**config.mk**
```make
export PLATFORM = sky130hd
export DESIGN_NAME = cpu_sqrt
export DESIGN_NICKNAME = d
export VERILOG_FILES = /design/src/hdl/cpu_sqrt.sv
export SDC_FILE = /design/constraint.sdc
export NUM_CORES = 1
export LEC_CHECK = 0
export ABC_CLOCK_PERIOD_IN_PS = 8800
export BUFFER_PORTS_ARGS = -buffer_cell sky130_fd_sc_hd__clkbuf_2
export CORE_ASPECT_RATIO = 0.75
export CORE_MARGIN = 2
export CORE_UTILIZATION = 45
export CTS_BUF_LIST = sky130_fd_sc_hd__clkbuf_4
export CTS_CLUSTER_DIAMETER = 100
export DETAILED_ROUTE_END_ITERATION = 7
export PLACE_DENSITY_LB_ADDON = 0.05
export SLEW_MARGIN = 20
export SYNTH_ARGS = -nofsm -noshare
export SYNTH_HDL_FRONTEND = slang
export SYNTH_SLANG_ARGS = --single-unit
```
**constraint.sdc**
```tcl
create_clock -name clk -period 8.8 [get_ports clk]
set_input_delay 1.76 -clock clk [delete_from_list [all_inputs] [get_ports clk]]
set_output_delay 1.76 -clock clk [all_outputs]
set_load 0.01 [all_outputs]
```
**src/hdl/cpu_sqrt.sv**
```systemverilog
// ----------------------------------------------------------------------------
// cpu_sqrt
// Iterative square root of a 64-bit value, one result bit per cycle,
// rounded to nearest at the end.
// ----------------------------------------------------------------------------
module cpu_sqrt (
    input  logic        clk,
    input  logic        rst_n,
    input  logic        start,
    input  logic [63:0] radicand,
    output logic        done,
    output logic [32:0] root
);
    logic [63:0] rem_reg, rem_next;
    logic [63:0] res_reg, res_next;
    logic [63:0] bit_reg, bit_next;
    logic [4:0]  cnt_reg, cnt_next;
    logic        busy_reg, busy_next;
    logic        done_reg, done_next;
    logic [64:0] trial;

    // One digit per cycle
    always_comb
    begin
        rem_next  = rem_reg;
        res_next  = res_reg;
        bit_next  = bit_reg;
        cnt_next  = cnt_reg;
        busy_next = busy_reg;
        done_next = 1'b0;
        trial     = {1'b0, res_reg} + {1'b0, bit_reg};
        if (start)
        begin
            rem_next  = radicand;
            res_next  = '0;
            bit_next  = 64'h4000_0000_0000_0000;
            cnt_next  = '0;
            busy_next = 1'b1;
        end
        else if (busy_reg)
        begin
            if ({1'b0, rem_reg} >= trial)
            begin
                rem_next = rem_reg - trial[63:0];
                res_next = (res_reg >> 1) + bit_reg;
            end
            else
            begin
                res_next = res_reg >> 1;
            end
            bit_next = bit_reg >> 2;
            cnt_next = cnt_reg + 5'd1;
            if (cnt_reg == 5'd31)
            begin
                busy_next = 1'b0;
                done_next = 1'b1;
            end
        end
    end

    always_ff @(posedge clk or negedge rst_n)
    begin
        if (!rst_n)
        begin
            busy_reg <= 1'b0;
            done_reg <= 1'b0;
            cnt_reg  <= '0;
        end
        else
        begin
            busy_reg <= busy_next;
            done_reg <= done_next;
            cnt_reg  <= cnt_next;
        end
    end

    always_ff @(posedge clk)
    begin
        rem_reg <= rem_next;
        res_reg <= res_next;
        bit_reg <= bit_next;
    end

    // Round up when the remainder exceeds the root
    assign done = done_reg;
    assign root = {1'b0, res_reg[31:0]} + ((rem_reg > res_reg) ? 33'd1 : 33'd0);

endmodule

```
==> metrics.md, run 1 <==
| Metric | Value |
|---|---|
| Yosys cell types | between 80 and 90 |
| CTS sink cnt | 167 |
| Pwr/cell area | approximately 310 nW/um^2 |
| Net Sw Power | about 3000 uW |
| CTS Buf Count | 17 |
| Tcrit/Tclk final | ~94% |
| FP Rows | 62 |
| Max Freq | ~120 MHz |
| Seq pwr share | between 20% and 30% |
| Antenna violations before repair | 1 |
| Vias | about 17k |
| Largest net degree at the start of global routing | 76 |
| I/O Pins | between 100 and 150 |
| Drt first pass iters | 6 |
| Met1 Wirelength | 28,500 um |
| WS Path Type | register to primary output |
| Synth area leader | ha_1 |
| Routed wl met2 | 23,300 um |
| Synthesized flop and latch total | about 170 |
| EDFF count, synth | 64 |
| Pleak | 0.00735 uW |
| Die H | between 150 and 200 um |
| Layout cells sized above 1 | about a tenth |
| Startpoint types | register |
| Combinational share of power | 67.3% |
| Area after DPL | ~18,000 um^2 |
| # H-tree levels | 4 |
| Worst EP arrival | between 6 and 7 ns |
| Placer congestion estimate | approximately 0.92 |
| First-pass GRT wire length | ~89,000 um |
| Hold Fails Final Rpt | 0 |
| Final WL | around 57,000 um |
| Die extent in x | between 200 and 250 um |
| PostCTS Resize Cnt | 0 |
| Internal Pwr Total | roughly 2800 uW |
| VDD IR-drop max | 0.170 mV |
| Vias in the first global route | between 15k and 20k |
| Worst clock skew | 0.0342 ns |
| Initial core utilization | a little under half |
| Post-DP HPWL | about 44,000 um |
| Worst Hold Class | register to register |
| Fin Setup TNS | 0 ns |
| CTS tree | done |
| Clk_lat worst skew | just under 0.7 ns |
| Routed vias/inst | around 6 |
| Status | finished clean |
| Max_slew headroom | between 10 and 15% |
| Post-CTS Setup Bufs | 0 |
| Hold path start | res_reg[63] |
| Worst slew pin tran | around 1.3 ns |
| Antenna viol nets, final | 0 |
| Clk buf depth | 2 |
| Hold-fix buffers, CTS | 0 |
| Post-DR wirelength/cell | between 20 and 25 um |
| Met3 WL | approximately 4000 um |
| Worst Hold End | res_reg[63] |
| Final Setup Violations | 0 |
| Max_cap viols | 0 |
| Synthesized net count | roughly 2.4k |
| CTS Root Cell | clkbuf_4 |
| Final Max Tran Viols | 0 |
| Design area | approximately 18,000 um^2 |
| Area Growth Syn to Fin | 5.92% |
| RSZ-0062 raised after global routing | no |
| Gate Count Post-Synth | ~2.2k |
| Nets | 2,452 |
| # port buffers | 100 |
| Crit path capture type | primary output |
| Top Metal Used | met4 |
| Largest cells by area after synthesis | ha_1 (14%), dfxtp_1 (11%), edfxtp_1 (11%) |
| GRT Resource Usage Total | between 20% and 30% |
| GRT overflow | 0 |
| Syn Area/Cell | just under 8 um^2 |
| FF-to-FF path depth | 23 |
| Die footprint | roughly 40,000 um^2 |
| Worst reg-to-reg setup slack | just over 0.8 ns |
| Hold Path Stages | 2 |
| CP Data Required Time | just over 7 ns |
| Commonest non-fill, non-tap cell in the layout | nor2_1 |
| Net Sw Frac | a little over half |
| Initial DRC count | around 1.4k |
| R2r startpoint | res_reg[18] |
| Reg clk slew, reported paths | about 0.16 ns |
| Mapped Area | ~17,000 um^2 |
| Place WS | 1.07 ns |
| Clk network pwr share | around 8.9% |
| Setup ws final | 0.572 ns |
| Warnings from Yosys | 0 |
| Post-layout min period | 8.23 ns |
| Most used DFF post-synth | dfxtp_1 |
| Sequential cell area fraction in the yosys report | between 20% and 30% |
| Crit-path max FO | 13 |
| Core area | between 30,000 and 40,000 um^2 |
| Post-synth ARST share | about 4.2% |
| Drc violations | 0 |
| Reg-to-Reg End | res_reg[8] |
| Area share of the largest cell type after synthesis | 14.4% |
| Most frequent cells in the layout | nor2_1 (207), nand2_1 (199), ha_1 (198) |
[how the worst max path moves through the flow]
stage | end | from | cells past startpoint
6_report | root[29] | res_reg[26] | 18
5_1_grt | root[29] | res_reg[26] | 18
4_1_cts | root[29] | res_reg[28] | 18
3_5_place_dp | res_reg[8] | res_reg[18] | 23
3_3_place_gp | res_reg[8] | res_reg[2] | 23
2_1_floorplan | rem_reg[0] | res_reg[0] | 24
[power groups by stage]
stage | registers (uW) | logic (uW) | clock network, uW
after floorplan | 1240 | 2870 | 0
after global placement | 1380 | 3710 | 0
after detailed placement | 1370 | 3750 | 0
after CTS | 1360 | 3780 | 522
after global routing | 1390 | 4240 | 557
final | 1360 | 3860 | 511
[cells by family after synthesis]
| kind of cell | after synthesis | share of synthesized area, % |
|---|---|---|
| DFF | 167 | 23.3 |
| AOI/OAI and AO/OA | 668 | 26.0 |
| adders and majority gates | 199 | 14.5 |
| xor gates and xnor gates | 195 | 9.92 |
| and+or+nand+nor | 681 | 18.3 |
| muxes | 45 | 2.69 |
| buffers and inverters | 227 | 5.29 |
[worst max-delay path, stage by stage (launching register included)]
cell	delay [ns]
dfxtp_1	0.74
inv_1	0.27
ha_1	0.37
nand4_1	0.14
nor4_1	0.54
nand2_1	0.24
o221a_2	0.34
o311ai_0	0.16
a31oi_1	0.17
nor2_1	0.36
ha_1	0.25
nand3_1	0.17
or3_1	0.49
or2_2	0.39
nor2_1	0.43
nand3_1	0.20
nor3_1	0.24
xnor2_1	0.15
clkbuf_2	0.15
[cell type report]
| class | count | area, um^2 |
|---|---|---|
| sequential | 167 | 4020 |
| antenna | 1 | 2.50 |
| clock buffer | 18 | 135 |
| fill | 3960 | 19800 |
| multi-input combinational | 1788 | 12300 |
| timing repair buffer | 111 | 602 |
| tap | 512 | 641 |
| inverter | 101 | 379 |
| clock inverter | 14 | 145 |
[routing by layer]
| layer | vias up | GRT usage (%) |
|---|---|---|
| met5 | - | 0 |
| met4 | 0 | 5.75 |
| met3 | 54 | 5.43 |
| met2 | 569 | 40.4 |
| met1 | 7879 | 43.1 |
| li1 | 8050 | - |
[Yosys cell counts (all sizes together) (14+ instances only)]
| cell type | n |
|---|---|
| a211oi | 36 |
| a21o | 85 |
| a21oi | 131 |
| a311oi | 16 |
| a31o | 18 |
| a31oi | 78 |
| and3 | 20 |
| buf | 30 |
| clkbuf | 96 |
| dfxtp | 96 |
| edfxtp | 64 |
| ha | 198 |
| inv | 100 |
| mux2i | 35 |
| nand2 | 200 |
| nand3 | 53 |
| nand4 | 68 |
| nor2 | 210 |
| nor3 | 56 |
| o211ai | 14 |
| o21ai | 162 |
| o21bai | 27 |
| xnor2 | 139 |
| xor2 | 56 |
[metrics by stage]
step / power, uW / std cells / utilization [%] / hold WS (ns)
after floorplan: 4110 / 2182 / - / 0.466
after global placement: 5090 / 2679 / 47.2 / 0.489
after detailed placement: 5130 / 2679 / 47.2 / 0.490
after CTS: 5660 / 2711 / 48.0 / 0.511
after global routing: 6190 / 2712 / 48.0 / 0.543
final: 5740 / 2712 / 48.0 / 0.518
Note: power is estimated with default switching activity, not from simulation.
==> inputs of run 2 (changes only) <==
Settings changed: PLACE_DENSITY_LB_ADDON 0.05 to default.
==> run 2 against run 1 <==
Net effect: clock skew fell by 0.0088 ns; wire length fell by 2.0%; die area did not move; clock power fell by 9.0%; worst hold slack got worse by 0.0087 ns; non-clock buffer count rose by 3; power fell by 1.6%; first-iteration DRC count rose by 12%; combinational power barely moved; register-to-register slack improved by 0.46 ns; sequential share of layout area barely moved.
==> metrics.md, run 2 (synthesized netlist as in run 1, its figures left out) <==
| Metric | Value |
|---|---|
| Status | finished clean |
| Die footprint | 39,900 um^2 (unchanged) |
| Vias in the first global route | 15.3k (-0.62%) |
| CP Data Required Time | 7.04 ns (about the same) |
| GRT Resource Usage Total | 27.4% (-0.70 points) |
| First-pass GRT wire length | 86,800 um (-2.0%) |
| Crit path depth | 17 (-1) |
| Slowest cell on the critical path | nor4_2 |
| Pwr/cell area | 310 nW/um^2 (-1.5%) |
| CTS sink cnt | 167 (unchanged) |
| Post-DR wirelength/cell | 20.4 um (-2.1%) |
| WS Path Type | register to primary output |
| Fillcell total | 3,889 (-1.8%) |
| CP delay by family, top | simple AND/OR/NAND/NOR gates |
| Max_cap viols | 0 (unchanged) |
| Die H | 173 um (unchanged) |
| Most frequent cells in the layout | nor2_1 (207), nand2_1 (199), ha_1 (198) |
| Worst clock skew | 0.0254 ns (-0.00878 ns) |
| CP dominant cell by count | ha_1 |
| WP buf/inv | 2 (unchanged) |
| Core area | 38,000 um^2 (unchanged) |
| Commonest non-fill, non-tap cell in the layout | nor2_1 |
| Clk buf depth | 2 (unchanged) |
| Worst slew pin tran | 1.10 ns (-0.167 ns) |
| I/O Pins | 101 (unchanged) |
| Post-DP HPWL | 42,800 um (-2.2%) |
| Antenna viol nets, final | 0 (unchanged) |
| Drc violations | 0 (unchanged) |
| Routed vias/inst | 6.10 (about the same) |
| Place WS | 1.25 ns (+0.184 ns) |
| Post-CTS Setup Bufs | 0 (unchanged) |
| Final WL | 55,500 um (-2.0%) |
| Placer congestion estimate | 0.976 (+6.0%) |
| Post-layout min period | 8.17 ns (-0.0580 ns) |
| Startpoint types | register |
| Final Setup Violations | 0 (unchanged) |
| Overall power | 5650 uW (-1.6%) |
| Layout cells sized above 1 | 9.49% (+0.17 points) |
| Largest net degree at the start of global routing | 81 (+6.6%) |
| Reg area | 4020 um^2 (unchanged) |
| FP Rows | 62 (unchanged) |
| Crit path capture type | primary output |
| Crit-path max FO | 10 (-3) |
| Antenna violations before repair | 2 (+1) |
| Final Max Tran Viols | 0 (unchanged) |
| Tcrit/Tclk final | 92.8% (-0.66 points) |
| Area of the multi-input gates | 12,300 um^2 (about the same) |
| RSZ-0062 raised after global routing | no |
| Finished Core Util | 48.0% (about the same) |
| # port buffers | 100 (unchanged) |
| Setup ws final | 0.630 ns (+0.0580 ns) |
| Nets | 2,455 (+0.12%) |
| Worst path cell trace | inv_1, ha_1, nand4_1, nor4_1, nand2_1, o221a_2, o311ai_0, a31oi_1, nor2_1, ha_1, ha_1, nand3_1, nor4_2, and3_1, nand4_1, xnor2_1, clkbuf_2 |
| Hold Path Stages | 2 (unchanged) |
| Area Growth Syn to Fin | 5.90% (about the same) |
| Pleak | 0.00735 uW (about the same) |
| Clk_lat worst skew | 0.66 ns (-0.03 ns) |
| Max_slew headroom | 25.9% (+11 points) |
| Reg clk slew, reported paths | 0.17 ns (about the same) |
| CTS tree | done |
| GRT overflow | 0 (unchanged) |
| Initial core utilization | 45.3% (unchanged) |
| CTS Buf Count | 17 (unchanged) |
| VDD IR-drop max | 0.166 mV (-2.6%) |
| Vias | 16.6k (+0.19%) |
| Die extent in x | 230 um (unchanged) |
| FF-to-FF path depth | 19 (-17%) |
| CTS Root Cell | clkbuf_4 |
| Max Freq | 122 MHz (+0.71%) |
| PostCTS Resize Cnt | 0 (unchanged) |
| Fin Setup TNS | 0 ns (unchanged) |
| # H-tree levels | 4 (unchanged) |
| Hold Fails Final Rpt | 0 (unchanged) |
| Worst EP arrival | 6.41 ns (-0.06 ns) |
| Hold-fix buffers, CTS | 0 (unchanged) |
| Drt first pass iters | 6 (unchanged) |
| Initial DRC count | 1,594 (+12%) |
| Slowest stage delay, CP | 0.80 ns (+0.06 ns) |
| Worst Hold Class | register to register |
[run 2: final timing paths]
| kind | start | end | slack [ns] |
|---|---|---|---|
| max | res_reg[28] | root[30] | 0.63 |
| min | res_reg[63] | res_reg[63] | 0.51 |
| max reg2reg | res_reg[2] | rem_reg[38] | 1.29 |
| min reg2reg | res_reg[63] | res_reg[63] | 0.51 |
| max in group asynchronous | rst_n | busy_reg | 7.72 |
| min in group asynchronous | rst_n | cnt_reg[1] | 0.90 |
[run 2: per-layer routing]
layer,track usage (%),wire (um)
met1,41.1,27300
met2,39.1,22600
met3,5.64,4260
met4,8.17,1380
met5,0,0
[run 2: layout make-up]
class | count | area share, %
clock buffer | 18 | 0.741
multi-input combinational | 1788 | 67.6
inverter | 101 | 2.08
tap | 512 | 3.51
timing repair buffer | 114 | 3.42
clock inverter | 14 | 0.590
sequential | 167 | 22.1
antenna | 3 | 0.0412
[run 2: metrics by stage]
step                      instance area, um^2  instances  hold slack [ns]
after floorplan                         17200       2182            0.466
after detailed placement                18000       2682            0.493
after global routing                    18200       2717            0.526
after CTS                               18200       2714            0.512
after global placement                  18000       2682            0.493
final                                   18200       2717            0.509
[run 2: worst reg2reg max path, cell delays in order (launching register included)]
cell and delay, ns:
dfxtp_1 0.57, ha_1 0.36, a311oi_1 0.45, o31ai_2 0.20
a21oi_1 0.54, o31ai_2 0.22, a41o_1 0.34, a41o_1 0.33
a21boi_1 0.35, o21ai_2 0.16, a31oi_1 0.29, o21bai_1 0.12
xnor2_1 0.13, ha_1 0.41, and3_1 0.25, nand4_1 0.20
o31ai_4 0.86, nand2_2 0.64, o21ai_4 0.34, buf_12 0.38
[run 2: where the power goes]
part           switching, uW  internal, uW  total, uW
logic                   2370          1460       3830
clock network            324           141        465
registers                245          1110       1350
==> inputs of run 3 (changes only) <==
Settings changed: CORE_MARGIN 2 to 10.
==> run 3 against run 2 <==
Net effect: die area increased by 17%; cell count decreased by 0.40%; flip-flop and latch count stayed put; clock power rose by 19%; critical endpoint is now root[29].
==> metrics.md, run 3 (synthesized netlist as in run 1, its figures left out) <==
| Metric | Value |
|---|---|
| Status | finished clean |
| FF-to-FF path depth | 22 (+3) |
| Post-DR wirelength/cell | 20.6 um (+0.94%) |
| Hold Fails Final Rpt | 0 (unchanged) |
| Fin Setup TNS | 0 ns (unchanged) |
| WS Path Type | register to primary output |
| Finished Core Util | 49.0% (+1.0 points) |
| Hold Path Stages | 2 (unchanged) |
| Die H | 189 um (+9.2%) |
| Final Max Tran Viols | 0 (unchanged) |
| Placer congestion estimate | 0.963 (-1.3%) |
| Worst EP arrival | 6.38 ns (-0.03 ns) |
| R2r startpoint | res_reg[2] |
| Hold-fix buffers, CTS | 0 (unchanged) |
| CP delay by family, top | simple AND/OR/NAND/NOR gates |
| Most frequent cells in the layout | nor2_1 (207), nand2_1 (199), ha_1 (198) |
| Crit path from | res_reg[30] |
| Antenna violations before repair | 1 (-1) |
| Slowest cell on the critical path | nor4_1 |
| Pleak | 0.00739 uW (+0.58%) |
| Post-DP HPWL | 42,700 um (-0.26%) |
| GRT Resource Usage Total | 23.3% (-4.2 points) |
| Nets | 2,454 (-0.041%) |
| Final WL | 55,800 um (+0.53%) |
| Initial core utilization | 46.0% (+0.74 points) |
| Max_slew headroom | 32.0% (+6.0 points) |
| # port buffers | 100 (unchanged) |
| FP Rows | 61 (-1.6%) |
| WP buf/inv | 2 (unchanged) |
| Die footprint | 46,600 um^2 (+17%) |
| PostCTS Resize Cnt | 0 (unchanged) |
| Worst slew pin tran | 1.01 ns (-0.0895 ns) |
| Final Setup Violations | 0 (unchanged) |
| Drt first pass iters | 5 (-1) |
| Drc violations | 0 (unchanged) |
| Slowest stage delay, CP | 0.62 ns (-0.18 ns) |
| CTS sink cnt | 167 (unchanged) |
| Vias | 16.6k (-0.054%) |
| Pwr/cell area | 315 nW/um^2 (+1.8%) |
| GRT overflow | 0 (unchanged) |
| Worst path cell trace | inv_1, ha_1, nand4_1, nor4_1, nand2_1, o221a_2, o311ai_0, a31oi_1, nor2_1, ha_1, nand3_1, or3_1, or2_2, nor2_1, nand3_1, nor3_1, xnor2_1, clkbuf_2 |
| Max Freq | 123 MHz (+0.31%) |
| Fillcell total | 3,734 (-4.0%) |
| Worst Hold End | res_reg[63] |
| CTS Root Cell | clkbuf_4 |
| Max_cap viols | 0 (unchanged) |
| Overall power | 5770 uW (+2.2%) |
| Crit path capture type | primary output |
| Post-CTS Setup Bufs | 0 (unchanged) |
| Area Growth Syn to Fin | 6.37% |
| RSZ-0062 raised after global routing | no |
| Routed vias/inst | 6.13 (+0.35%) |
| Crit-path max FO | 9 (-1) |
| Tcrit/Tclk final | 92.6% (-0.29 points) |
| Startpoint types | register |
| Layout cells sized above 1 | 9.40% (-0.087 points) |
| Worst clock skew | 0.0282 ns (+0.00282 ns) |
| CTS Buf Count | 17 (unchanged) |
| Largest net degree at the start of global routing | 161 (+99%) |
| First-pass GRT wire length | 87,700 um (+1.1%) |
| Core area | 37,400 um^2 (-1.6%) |
| Clk_lat worst skew | 0.66 ns (about the same) |
| Post-layout min period | 8.14 ns (-0.0256 ns) |
| # H-tree levels | 4 (unchanged) |
| Worst Hold Class | register to register |
| CTS tree | done |
| VDD IR-drop max | 0.160 mV (-3.3%) |
| Clk buf depth | 2 (unchanged) |
| Commonest non-fill, non-tap cell in the layout | nor2_1 |
| Reg clk slew, reported paths | 0.15 ns (-0.02 ns) |
| I/O Pins | 101 (unchanged) |
| CP Data Required Time | 7.04 ns (about the same) |
| Initial DRC count | 1,762 (+11%) |
| Hold path start | res_reg[63] |
| Antenna viol nets, final | 0 (unchanged) |
| Reg-to-Reg End | rem_reg[33] |
| Die extent in x | 246 um (+7.0%) |
| Vias in the first global route | 15.5k (+1.3%) |
| Worst reg-to-reg setup slack | 1.19 ns (-0.10 ns) |
-- run 3: changes by cell type in the layout (fill, tap and decap cells not counted), moves of 2 or more --
cell and delta:
bufinv_16 +3, clkinv_2 -2, inv_4 -4, clkbuf_4 +4, buf_4 -3, diode_2 -2
-- run 3: worst max-delay path by stage --
stage	to	slack (ns)	cells past startpoint
2_1_floorplan	rem_reg[0]	0.85	24
3_3_place_gp	rem_reg[32]	1.54	22
3_5_place_dp	rem_reg[29]	1.33	22
4_1_cts	root[29]	0.84	18
5_1_grt	root[29]	0.30	18
6_report	root[29]	0.66	18
-- run 3: routing by layer --
layer | GRT usage, % | up-vias | part of all wire (%)
met2 | 33.8 | 616 | 41
met4 | 5.54 | 0 | 1.8
met3 | 4.77 | 51 | 8.1
met5 | 0 | - | 0
met1 | 34.1 | 7855 | 49
li1 | - | 8053 | -
-- run 3: power by group --
group	switching, uW	internal (uW)	leakage [uW]
registers	250	1110	0.00154
clock network	313	240	0.000180
logic	2380	1490	0.00568
total	2940	2830	0.00739
-- run 3: final cells by class --
type	count	area, um^2	area share, %
Antenna cell	1	2.50	0.0137
Clock buffer	22	165	0.902
Clock inverter	10	155	0.847
Inverter	101	379	2.07
Multi-Input combinational cell	1788	12300	67.2
Sequential cell	167	4020	22.0
Tap cell	504	631	3.44
Timing Repair Buffer	113	649	3.55
-- run 3: through the flow --
stage / std cells / instance area [um^2] / hold WS (ns) / worst slack (ns)
floorplan: 2182 / 17200 / 0.466 / 0.848
global placement: 2672 / 18000 / 0.491 / 1.54
detailed placement: 2672 / 18000 / 0.500 / 1.33
CTS: 2704 / 18300 / 0.522 / 0.838
global route: 2706 / 18300 / 0.567 / 0.296
finish: 2706 / 18300 / 0.528 / 0.655
-- run 3: tightest hold or removal path: stages (launching register included) --
cell	delay, ns
dfxtp_1	0.37
nand2_1	0.07
o31ai_1	0.06
